### src/rtl/usd_pkg.sv
// shared constants, arctangent table and rotator state type for the direction decoder
package usd_pkg;

  localparam int CORDIC_STAGES_DEF   = 16;
  localparam int ANGLE_CODE_BITS_DEF = 16;

  // number of arctangent entries; stages past the table are skipped
  localparam int ATAN_LEN = 24;

  // residual angle width (units of 2^-32 turn) and Q2.30 vector width
  localparam int PHASE_W = 34;
  localparam int XY_W    = 32;
  localparam int OUT_W   = 16;

  localparam logic signed [XY_W-1:0] CORDIC_X0 = 32'sd652032874;

  localparam logic [31:0] ATAN_TURNS [ATAN_LEN] = '{
    32'h20000000, 32'h12e4051e, 32'h09fb385b, 32'h051111d4,
    32'h028b0d43, 32'h0145d7e1, 32'h00a2f61e, 32'h00517c55,
    32'h0028be53, 32'h00145f2f, 32'h000a2f98, 32'h000517cc,
    32'h00028be6, 32'h000145f3, 32'h0000a2f9, 32'h0000517c,
    32'h000028be, 32'h0000145f, 32'h00000a2f, 32'h00000517,
    32'h0000028b, 32'h00000145, 32'h000000a2, 32'h00000051
  };

  typedef struct packed {
    logic signed [XY_W-1:0]    x;
    logic signed [XY_W-1:0]    y;
    logic signed [PHASE_W-1:0] z;
    logic                      neg;
  } rot_t;

endpackage

### src/rtl/usd_cordic_cell.sv
// one rotation-mode cordic micro-rotation with its pipeline register
module usd_cordic_cell #(
  parameter int STAGE = 0
) (
  input  logic          clk,
  input  usd_pkg::rot_t d_in,
  output usd_pkg::rot_t q_r
);

  localparam int PW = usd_pkg::PHASE_W;
  localparam int XW = usd_pkg::XY_W;
  localparam logic signed [PW-1:0] ATAN = $signed({2'b00, usd_pkg::ATAN_TURNS[STAGE]});

  logic signed [XW-1:0] dx;
  logic signed [XW-1:0] dy;
  usd_pkg::rot_t q_nxt;

  assign dx = $signed(d_in.y) >>> STAGE;
  assign dy = $signed(d_in.x) >>> STAGE;

  always_comb begin
    q_nxt.neg = d_in.neg;
    if (!d_in.z[PW-1]) begin
      q_nxt.x = d_in.x - dx;
      q_nxt.y = d_in.y + dy;
      q_nxt.z = d_in.z - ATAN;
    end else begin
      q_nxt.x = d_in.x + dx;
      q_nxt.y = d_in.y - dy;
      q_nxt.z = d_in.z + ATAN;
    end
  end

  always_ff @(posedge clk) begin
    q_r <= q_nxt;
  end

endmodule

### config.mk
export PLATFORM = sky130hd
export DESIGN_NAME = usd_cordic_cell
export DESIGN_NICKNAME = d
export VERILOG_FILES = /design/src/rtl/usd_pkg.sv /design/src/rtl/usd_cordic_cell.sv
export SDC_FILE = /design/constraint.sdc
export NUM_CORES = 1
export LEC_CHECK = 0
export BUFFER_PORTS_ARGS = -buffer_cell sky130_fd_sc_hd__buf_2
export CORE_AREA = 2 2 101 176
export DETAILED_ROUTE_END_ITERATION = 8
export DIE_AREA = 0 0 103 178
export HOLD_SLACK_MARGIN = 0.15
export PLACE_DENSITY_LB_ADDON = 0.12
export SLEW_MARGIN = 5
export SYNTH_ARGS = -nofsm -noshare
export SYNTH_HDL_FRONTEND = slang
export SYNTH_SLANG_ARGS = --single-unit
export TNS_END_PERCENT = 10
### constraint.sdc
create_clock -name clk -period 8.37 [get_ports clk]
set_input_delay 1.674 -clock clk [delete_from_list [all_inputs] [get_ports clk]]
set_output_delay 1.674 -clock clk [all_outputs]
set_load 0.02 [all_outputs]
==> flow_summary.ini <==
[cells_and_area]
areaGrowthSynthToFinish_pct = 18.3
largest_register_ffs = 98
registers.top_by_ff_count = q_r
antennaDiodeCount = 0
finish.cell_count_without_fillers = 1325
biggestRegsByFlops = q_r x98
final_net_count = 1295
post_route_cells_drive_above_1_share = 0.223

[sta]
rsz0062_at_grt = no
report.final.setup_viol = 0
worstMarginPinSlew_ns = 0.902
timing.final.crit_share = 0.526
fmax_mhz = 227
final_critical_delay_including_setup_and_external_delays_ns = 4.40
hold_violations = 0
slew_viol_final = 0
fin_tns_setup_ns = 0
max_slew_headroom = 0.399

[synth]
synth_area_leader_cell = sky130_fd_sc_hd__dfxtp_1
synth.cell_area_mm2 = 0.00749
syn_nets = 1125
yosys-top-cells-count = 100 x sky130_fd_sc_hd__a21oi_1, 98 x sky130_fd_sc_hd__dfxtp_1, 97 x sky130_fd_sc_hd__ha_1, 83 x sky130_fd_sc_hd__inv_1, 72 x sky130_fd_sc_hd__nor2_1
synthFlopType = sky130_fd_sc_hd__dfxtp_1
ys_types = 72
synth.yosys.seq_area_share = 0.262
yosys-top-cells-area = sky130_fd_sc_hd__dfxtp_1 26%, sky130_fd_sc_hd__ha_1 16%, sky130_fd_sc_hd__a21oi_1 6.7%, sky130_fd_sc_hd__xnor2_1 5.5%, sky130_fd_sc_hd__inv_1 4.2%
synthCells = 924
synth_enable_flop_cells = 0
yosys_warnings = 0
ys_ff_latch = 98
synth.avg_cell_area_um2 = 8.10
async_flop_share = 0
synthMostInstantiatedCell = sky130_fd_sc_hd__a21oi_1
fraction_of_synthesized_cell_area_taken_by_the_top_area_cell_type = 0.262

[die]
initial_core_util = 0.444
floorplan.die.height_um = 178
boundaryPins = 199
chipWidth_um = 103
core_region_area_mm2 = 0.0169
die_outline_area_mm2 = 0.0183
floorplan.rows = 63

[global_route]
first_global_vias = 6969
grt_start_max_net_pins = 85
wire_length_of_the_first_global_routing_pass_um = 35200
antenna_violations_before_repair = 0
globalRouteTotalUtil = 0.250
gr-total-overflow = 0

[worst_hold_path]
hp-class = in -> reg

[critical_path]
worstPathArrival_ns = 4.62
endpoint_required_time_on_the_critical_path_ns = 8.58
setup.worst_path.start_class = input port
worst-setup-path-type = in -> reg
end_kind = register
cp-endpoint = q_r[66]
worstSetupStartpoint = d_in[38]
timing.critical_path.fanout_max = 10

[job]
cap_viol_max_count = 0

[placement]
dpl.hpwl_um = 18800
gp_congestion = 0.990
dp_cells = 1310
port_buffers = 198

[detailed_routing]
via_per_inst = 5.43
routed_wire_length_per_instance_um = 17.4
drt-initial-drc-count = 355
detail_route.drc_violations = 0
wirelength_um = 23100
num_vias = 7196
drt_pre_antenna_iters = 7
final_antenna_net_count = 0

[clock_network]
post-cts-setup-buffer-count = 0
cts-resized-gates = 0
cts_root_buffer = sky130_fd_sc_hd__clkbuf_16
htree_num_levels = 3
clk_pin_slew_worst_paths_ns = 0.07
cts-buffers-inserted = 9
cts.sinks = 98
clock_tree.buffer_depth = 2
cts_hold_buf = 0
tritoncts_clock_tree = built

[pwr]
cellPowerDensity_mw_per_mm2 = 184
power.static_leakage_nw = 4.31
vdd_ir_drop_max_mv = 0.110

[status]
status = complete, no violations
==> layer usage <==
| metal | part of all wire | routed length, um | global-route usage | up-vias |
|---|---|---|---|---|
| met4 | 0.062 | 1420 | 0.157 | 0 |
| li1 | - | - | - | 3529 |
| met3 | 0.045 | 1050 | 0.0306 | 75 |
| met2 | 0.55 | 12700 | 0.476 | 271 |
| met1 | 0.34 | 7950 | 0.244 | 3321 |
| met5 | 0 | 0 | 0 | - |
==> cell families after synthesis <==
family / count (synthesis) / synth area share
AO/OA/AOI/OAI: 289 / 0.249
XOR/XNOR: 62 / 0.0725
adder cells (fa/ha/maj): 101 / 0.173
buffers and inverters: 134 / 0.0735
flip-flops: 98 / 0.262
multiplexers: 12 / 0.0160
AND/OR/NAND/NOR: 228 / 0.154
==> worst min-delay path by stage <==
| stage | end | start | slack (ns) | depth (start not counted) |
|---|---|---|---|---|
| finish | q_r[0] | d_in[0] | 1.42 | 1 |
| CTS | q_r[0] | d_in[0] | 1.41 | 1 |
| global placement | q_r[26] | d_in[26] | 1.78 | 1 |
| detailed placement | q_r[13] | d_in[13] | 1.78 | 1 |
| floorplan | q_r[0] | d_in[0] | 1.70 | 0 |
| global route | q_r[26] | d_in[26] | 1.40 | 1 |
==> worst max-delay path, cell delays in order <==
cell and delay [ns]:
sky130_fd_sc_hd__buf_2 0.10, sky130_fd_sc_hd__inv_1 0.04, sky130_fd_sc_hd__ha_1 0.51, sky130_fd_sc_hd__inv_2 0.13, sky130_fd_sc_hd__a211oi_2 0.26, sky130_fd_sc_hd__nor4_1 0.12, sky130_fd_sc_hd__o31ai_1 0.50, sky130_fd_sc_hd__a2111oi_2 0.20
sky130_fd_sc_hd__nor3_1 0.51, sky130_fd_sc_hd__and4_1 0.29, sky130_fd_sc_hd__o22ai_1 0.10, sky130_fd_sc_hd__xnor2_1 0.16
==> per-stage QoR <==
step	worst slack (ns)	hold slack, ns	power (mW)	util	cell area, um^2
2_1_floorplan	4.46	1.70	1.02	-	7490
3_3_place_gp	3.62	1.78	1.23	0.508	8570
3_5_place_dp	3.65	1.78	1.23	0.508	8570
4_1_cts	4.01	1.41	1.65	0.525	8860
5_1_grt	3.75	1.40	1.73	0.525	8860
6_report	3.97	1.42	1.63	0.525	8860
==> power by group <==
part	switching (mW)	internal (mW)	leakage, nW
clock	0.173	0.239	0.136
combinational	0.418	0.233	3.35
sequential	0.0211	0.551	0.827
total	0.612	1.02	4.31
==> cell type report <==
class	count	area, um^2
Clock buffer	13	250
Fill cell	1757	8010
Inverter	94	353
Clock inverter	2	37.5
Sequential cell	98	1960
Timing Repair Buffer	199	998
Multi-Input combinational cell	692	4970
Tap cell	227	284
==> cell usage in the layout, fill, tap and decap left out, drive strengths merged, types with 4 or more instances in the layout <==
cell and instances:
xnor2 47, dfxtp 98, o21ai 57, nor3b 5, nor3 26, nand4 4, inv 93, o31a 4
nor2 72, a21o 23, a211o 5, fa 4, nor4 10, a21boi 5, buf 199, o21bai 20
a311oi 4, or2 6, o211ai 5, clkbuf 13, mux2i 12, a21oi 100, or3 5, nand2 50
xor2 15, a31oi 5, nand3 20, o21a 13, and2 4, ha 97, nor2b 13, o31ai 16
nand2b 6, a211oi 9
Note: power is estimated with default switching activity, not from simulation.
