--- src/rtl/usd_pkg.sv ---
// shared constants, arctangent table and rotator state type for the direction decoder
package usd_pkg;

  localparam int CORDIC_STAGES_DEF   = 16;
  localparam int ANGLE_CODE_BITS_DEF = 16;

  // number of arctangent entries; stages past the table are skipped
  localparam int ATAN_LEN = 24;

  // residual angle width (units of 2^-32 turn) and Q2.30 vector width
  localparam int PHASE_W = 34;
  localparam int XY_W    = 32;
  localparam int OUT_W   = 16;

  localparam logic signed [XY_W-1:0] CORDIC_X0 = 32'sd652032874;

  localparam logic [31:0] ATAN_TURNS [ATAN_LEN] = '{
    32'h20000000, 32'h12e4051e, 32'h09fb385b, 32'h051111d4,
    32'h028b0d43, 32'h0145d7e1, 32'h00a2f61e, 32'h00517c55,
    32'h0028be53, 32'h00145f2f, 32'h000a2f98, 32'h000517cc,
    32'h00028be6, 32'h000145f3, 32'h0000a2f9, 32'h0000517c,
    32'h000028be, 32'h0000145f, 32'h00000a2f, 32'h00000517,
    32'h0000028b, 32'h00000145, 32'h000000a2, 32'h00000051
  };

  typedef struct packed {
    logic signed [XY_W-1:0]    x;
    logic signed [XY_W-1:0]    y;
    logic signed [PHASE_W-1:0] z;
    logic                      neg;
  } rot_t;

endpackage

--- src/rtl/usd_phase_gen.sv ---
// angle codes to folded cordic start states for azimuth and elevation
module usd_phase_gen #(
  parameter int ANGLE_CODE_BITS = usd_pkg::ANGLE_CODE_BITS_DEF
) (
  input  logic          clk,
  input  logic [31:0]   word,
  output usd_pkg::rot_t az_r,
  output usd_pkg::rot_t el_r
);

  localparam int N    = ANGLE_CODE_BITS;
  localparam int REPS = (33 + N - 1) / N;
  localparam int RW   = REPS * N;
  localparam int PW   = usd_pkg::PHASE_W;

  localparam logic signed [PW-1:0] HALF_TURN    = 34'sd2147483648;
  localparam logic signed [PW-1:0] QUARTER_TURN = 34'sd1073741824;
  localparam logic signed [PW-1:0] NEG_QUARTER  = -34'sd1073741824;

  logic [N-1:0]  ac;
  logic [N-1:0]  ec;
  logic [RW-1:0] az_rep;
  logic [RW-1:0] el_rep;
  logic [33:0]   az_sum;
  logic [32:0]   el_sum;
  logic [32:0]   az_rnd_r;
  logic [32:0]   az_rnd_nxt;
  logic [31:0]   el_rnd_r;
  logic [31:0]   el_rnd_nxt;
  logic signed [PW-1:0] az_ph;
  logic signed [PW-1:0] el_ph;
  usd_pkg::rot_t az_nxt;
  usd_pkg::rot_t el_nxt;

  function automatic usd_pkg::rot_t fold(input logic signed [PW-1:0] p);
    usd_pkg::rot_t r;
    r.x = usd_pkg::CORDIC_X0;
    r.y = '0;
    priority if (p > QUARTER_TURN) begin
      r.z   = p - HALF_TURN;
      r.neg = 1'b1;
    end else if (p < NEG_QUARTER) begin
      r.z   = p + HALF_TURN;
      r.neg = 1'b1;
    end else begin
      r.z   = p;
      r.neg = 1'b0;
    end
    return r;
  endfunction

  assign ac = word[31 -: N];
  assign ec = word[15 -: N];

  // code / (2^N - 1) is the code repeated as a binary fraction
  assign az_rep     = {REPS{ac}};
  assign el_rep     = {REPS{ec}};
  assign az_sum     = {1'b0, az_rep[RW-1 -: 33]} + 34'd1;
  assign el_sum     = {1'b0, el_rep[RW-1 -: 32]} + 33'd1;
  assign az_rnd_nxt = az_sum[33:1];
  assign el_rnd_nxt = el_sum[32:1];

  assign az_ph  = $signed({1'b0, az_rnd_r}) - HALF_TURN;
  assign el_ph  = $signed({2'b00, el_rnd_r}) - QUARTER_TURN;
  assign az_nxt = fold(az_ph);
  assign el_nxt = fold(el_ph);

  always_ff @(posedge clk) begin
    az_rnd_r <= az_rnd_nxt;
    el_rnd_r <= el_rnd_nxt;
    az_r     <= az_nxt;
    el_r     <= el_nxt;
  end

endmodule

--- config.mk ---
export PLATFORM = sky130hd
export DESIGN_NAME = usd_phase_gen
export DESIGN_NICKNAME = d
export VERILOG_FILES = /design/src/rtl/usd_pkg.sv /design/src/rtl/usd_phase_gen.sv
export SDC_FILE = /design/constraint.sdc
export NUM_CORES = 1
export LEC_CHECK = 0
export CORE_MARGIN = 1
export CORE_UTILIZATION = 50
export DETAILED_ROUTE_END_ITERATION = 16
export DONT_BUFFER_PORTS = 1
export GPL_TIMING_DRIVEN = 0
export PLACE_DENSITY = 0.62
export SLEW_MARGIN = 20
export SYNTH_ARGS = -nofsm -noshare
export SYNTH_HDL_FRONTEND = slang
export SYNTH_SLANG_ARGS = --single-unit
--- constraint.sdc ---
create_clock -name clk -period 4.5 [get_ports clk]
set_clock_uncertainty 0.05 [all_clocks]
set_input_delay 0.225 -clock clk [delete_from_list [all_inputs] [get_ports clk]]
set_output_delay 0.225 -clock clk [all_outputs]
set_load 0.1 [all_outputs]
==> reports/qor.txt <==
========================================================================================================
Arrival time of data at the critical path endpoint                                               2650 ps
Cell with the most instances on the worst path                                              sky130_fd_sc_hd__dlygate4sd3_1
Master of the slowest instance on the critical path                                         sky130_fd_sc_hd__dlygate4sd3_1
Netlist area before placement                                                                   4840 µm²
Switching share of total power                                                                     36.1%
Hold Path Depth                                                                                        3
Tightest hold margin                                                                             21.4 ps
Wire length per cell after detailed routing                                                      12.5 µm
HPWL after detailed placement                                                                    6810 µm
Antenna diode count                                                                                    0
Number of antenna violations at the first check in global routing                                      0
Effective utilization at floorplan                                                                 51.9%
Final setup violation count                                                                            0
Share of post-route cells with drive strength above 1                                              25.5%
First-pass iteration count of the detailed router                                                      4
Critical-path maximum fanout                                                                           5
Layout Utilization                                                                                 70.4%
Max Cap Violations                                                                                     0
Number of buffers added on ports                                                                       0
Max-slew violation total from the final report                                                         0
Global-route wire length before repair                                                          14800 µm
Hold-fix buffers at CTS                                                                               47
Core region area                                                                                9330 µm²
Number of H-tree levels                                                                                4
Endpoint of the worst setup timing path                                                     az_rnd_r[11]$_DFF_P_
Post-CTS clock slew at the launch and capture registers of the worst setup and hold paths          60 ps
Overall via count from detail_route                                                                 3165
Total length of routed wires                                                                     9740 µm
Vias per std cell                                                                                   4.07
Number of top-level pins                                                                             231
Pin count of the biggest net entering global routing                                                  17
RePlAce Congestion                                                                                 0.796
Worst R2R End                                                                               az_r[33]$_DFF_P_
Critical path endpoint category                                                                flip-flop
CTS root buf                                                                                sky130_fd_sc_hd__clkbuf_8
EDFF count, synth                                                                                      0
Internal power component                                                                         2330 µW
Final worst-path cycle share                                                                       50.1%
M1 WL                                                                                            3720 µm
Wire length on met3                                                                               645 µm
DRC marker count from the first detailed-route iteration                                             109
Buffer count from post-CTS setup fixing                                                                0
Overall die width                                                                                 100 µm
CP Launch Point                                                                                 word[31]
Unique cell type count in the Yosys netlist                                                           34
Total number of placement rows                                                                        35
Cells after Synth                                                                                    444
Highest Clock Rate                                                                             0.444 GHz
Worst min-delay path category                                                                  in -> reg
Setup repair after global routing missed its margin                                                   no
Worst Reg2Reg Path Length in Cells                                                                     7
Ratio of total power to cell area                                                             557 nW/µm²
Type of origin of the critical path                                                         primary input
Peak VDD IR                                                                                     0.226 mV
Final-stage net count                                                                                680
Drt drc                                                                                                0
Count of buffering cells on the critical path with inverters included                                  3
Antenna-violating nets left                                                                            0
Startpoint of the most critical register-to-register path                                   az_rnd_r[31]$_DFF_P_
Overall fraction of global-route tracks in use                                                     19.6%
Synthesized area per cell                                                                       10.9 µm²
Post-CTS sizing                                                                                        0
Cells traversed along the worst timing path                                                 dlygate4sd3_1, ha_1, inv_1, or4_4, nor2_1, xor2_1, dlygate4sd3_1
Source-to-sink clock delay at the later pin of the worst-skew pair                                510 ps
Leading register cell type out of synthesis                                                 sky130_fd_sc_hd__dfxtp_1
TritonCTS clock tree                                                                                 yes
Worst-case register-to-register setup slack                                                      2570 ps
Buffer levels on the longest clock path                                                                2
Layout-stage area growth over the synthesis result                                                 35.7%
Critical Path RT                                                                                 4900 ps
Clk sinks                                                                                            133
Delay of the slowest critical-path stage                                                          640 ps
Global-route congestion overflow total                                                                 0
Sequential fraction of the synthesis area                                                          55.0%
Seq pwr share                                                                                      42.8%
Number of clock buffers inserted by TritonCTS                                                         17
Clock power frac                                                                                   38.9%
Status                                                                                         completed
Uppermost metal layer occupied by signal nets                                                       met4
Critical path depth in cells                                                                           7
Actual slew at the worst max-slew pin                                                             993 ps
Leak pwr                                                                                      0.00312 µW
Number of hold-slack violations in the final timing report                                             0
Vertical die dimension                                                                            100 µm
Switching power                                                                                  1320 µW
Normalized max-slew margin                                                                         33.7%
Flop and latch count out of synthesis                                                                133
Synth warnings                                                                                         0
Setup TNS Final                                                                                     0 ps
Post-layout minimum cycle time                                                                   2250 ps
Kind of critical path                                                                          in -> reg
Number of global-route vias before repair                                                           3027
Die area                                                                                       10100 µm²
Async set-or-reset flop fraction in the synthesized netlist                                           0%
Met2 wire len                                                                                    5120 µm
Portion of total power attributed to combinational logic                                           18.3%
Kind of cell with the highest combined delay on the critical path                           buffers and inverters
========================================================================================================
cell families after synthesis:
kind of cell    after synthesis  synth area share, %
simple gates                113                 13.7
xor+xnor                     30                 5.43
other cells                   2                0.155
fa+ha+maj                    11                 2.84
compound gates               14                 1.86
flops                       133                 55.0
buf+inv                     141                 20.9
per-stage QoR:
step | setup slack, ps | power [µW] | std cells | instance area, µm²
2_1_floorplan | 2810 | 2180 | 570 | 5310
3_3_place_gp | 2630 | 2200 | 699 | 5470
3_5_place_dp | 2610 | 2200 | 699 | 5470
4_1_cts | 2260 | 3660 | 777 | 6570
5_1_grt | 2150 | 3770 | 777 | 6570
6_report | 2250 | 3660 | 777 | 6570
state kept, by name, summed over array words and instances, names as in the netlist:
register and flops:
az_rnd_r 32, el_r 34, el_rnd_r 32, az_r 35
power by group through the flow:
| stage | clock (µW) | combinational [µW] | sequential [µW] |
|---|---|---|---|
| 2_1_floorplan | 0 | 601 | 1580 |
| 3_3_place_gp | 0 | 608 | 1590 |
| 3_5_place_dp | 0 | 610 | 1590 |
| 4_1_cts | 1440 | 656 | 1570 |
| 5_1_grt | 1500 | 689 | 1570 |
| 6_report | 1420 | 667 | 1570 |
layer usage:
metal | GRT usage [%] | up-vias
met1 | 21.0 | 1427
met3 | 5.78 | 19
met5 | 0 | -
met2 | 35.0 | 148
li1 | - | 1571
met4 | 10.1 | 0
worst min path at each step:
stage                               startpoint                    to
after detailed placement  az_rnd_r[26]$_DFF_P_      az_r[27]$_DFF_P_
after global placement    az_rnd_r[26]$_DFF_P_      az_r[27]$_DFF_P_
after global routing                  word[21]   az_rnd_r[9]$_DFF_P_
final                                 word[27]  az_rnd_r[13]$_DFF_P_
after floorplan            az_rnd_r[9]$_DFF_P_      az_r[10]$_DFF_P_
after CTS                             word[27]  az_rnd_r[13]$_DFF_P_
layout make-up:
class	instances	area, µm²
Tap cell	129	161
Buffer	132	980
Multi-Input combinational cell	296	1640
Clock inverter	14	209
Timing Repair Buffer	47	470
Clock buffer	17	414
Inverter	9	33.8
Sequential cell	133	2660
Fill cell	701	2760
synthesized netlist by cell type, types with 6 or more instances:
cell	instances	area [µm²]
sky130_fd_sc_hd__xnor2_1	21	184
sky130_fd_sc_hd__nand3_1	14	70.1
sky130_fd_sc_hd__nor2b_1	6	37.5
sky130_fd_sc_hd__buf_4	129	968
sky130_fd_sc_hd__and3_1	6	37.5
sky130_fd_sc_hd__nor3b_1	6	45.0
sky130_fd_sc_hd__nand4_1	10	62.6
sky130_fd_sc_hd__dfxtp_1	133	2660
sky130_fd_sc_hd__nand2_1	13	48.8
sky130_fd_sc_hd__nor2_1	13	48.8
sky130_fd_sc_hd__xor2_1	9	78.8
sky130_fd_sc_hd__ha_1	11	138
sky130_fd_sc_hd__nor4_1	6	37.5
sky130_fd_sc_hd__inv_1	9	33.8
sky130_fd_sc_hd__and2_1	24	150
cell usage in the layout (no fill, tap or decap), types with 3 or more instances in the layout:
master / count
sky130_fd_sc_hd__and2_1: 24
sky130_fd_sc_hd__nor4_1: 6
sky130_fd_sc_hd__nand3_1: 14
sky130_fd_sc_hd__o21ai_0: 4
sky130_fd_sc_hd__dlygate4sd3_1: 47
sky130_fd_sc_hd__and4_1: 3
sky130_fd_sc_hd__a21oi_1: 4
sky130_fd_sc_hd__nor3b_1: 6
sky130_fd_sc_hd__nor2b_1: 6
sky130_fd_sc_hd__nand2b_1: 3
sky130_fd_sc_hd__conb_1: 128
sky130_fd_sc_hd__and3_1: 6
sky130_fd_sc_hd__dfxtp_1: 133
sky130_fd_sc_hd__bufinv_16: 5
sky130_fd_sc_hd__ha_1: 11
sky130_fd_sc_hd__nor2_1: 13
sky130_fd_sc_hd__clkinvlp_4: 4
sky130_fd_sc_hd__clkbuf_16: 16
sky130_fd_sc_hd__xnor2_1: 21
sky130_fd_sc_hd__clkinv_2: 4
sky130_fd_sc_hd__buf_4: 129
sky130_fd_sc_hd__xor2_1: 9
sky130_fd_sc_hd__nand2_1: 13
sky130_fd_sc_hd__inv_1: 9
sky130_fd_sc_hd__nand4_1: 10
worst reg2reg max path: cells and delay by family (launching register included):
kind,cells,cell delay [ps]
buf+inv,2,380
fa+ha+maj,1,220
flops,1,500
compound gates,3,370
simple gates,1,270
No activity file was read; power rests on OpenSTA's default activity.
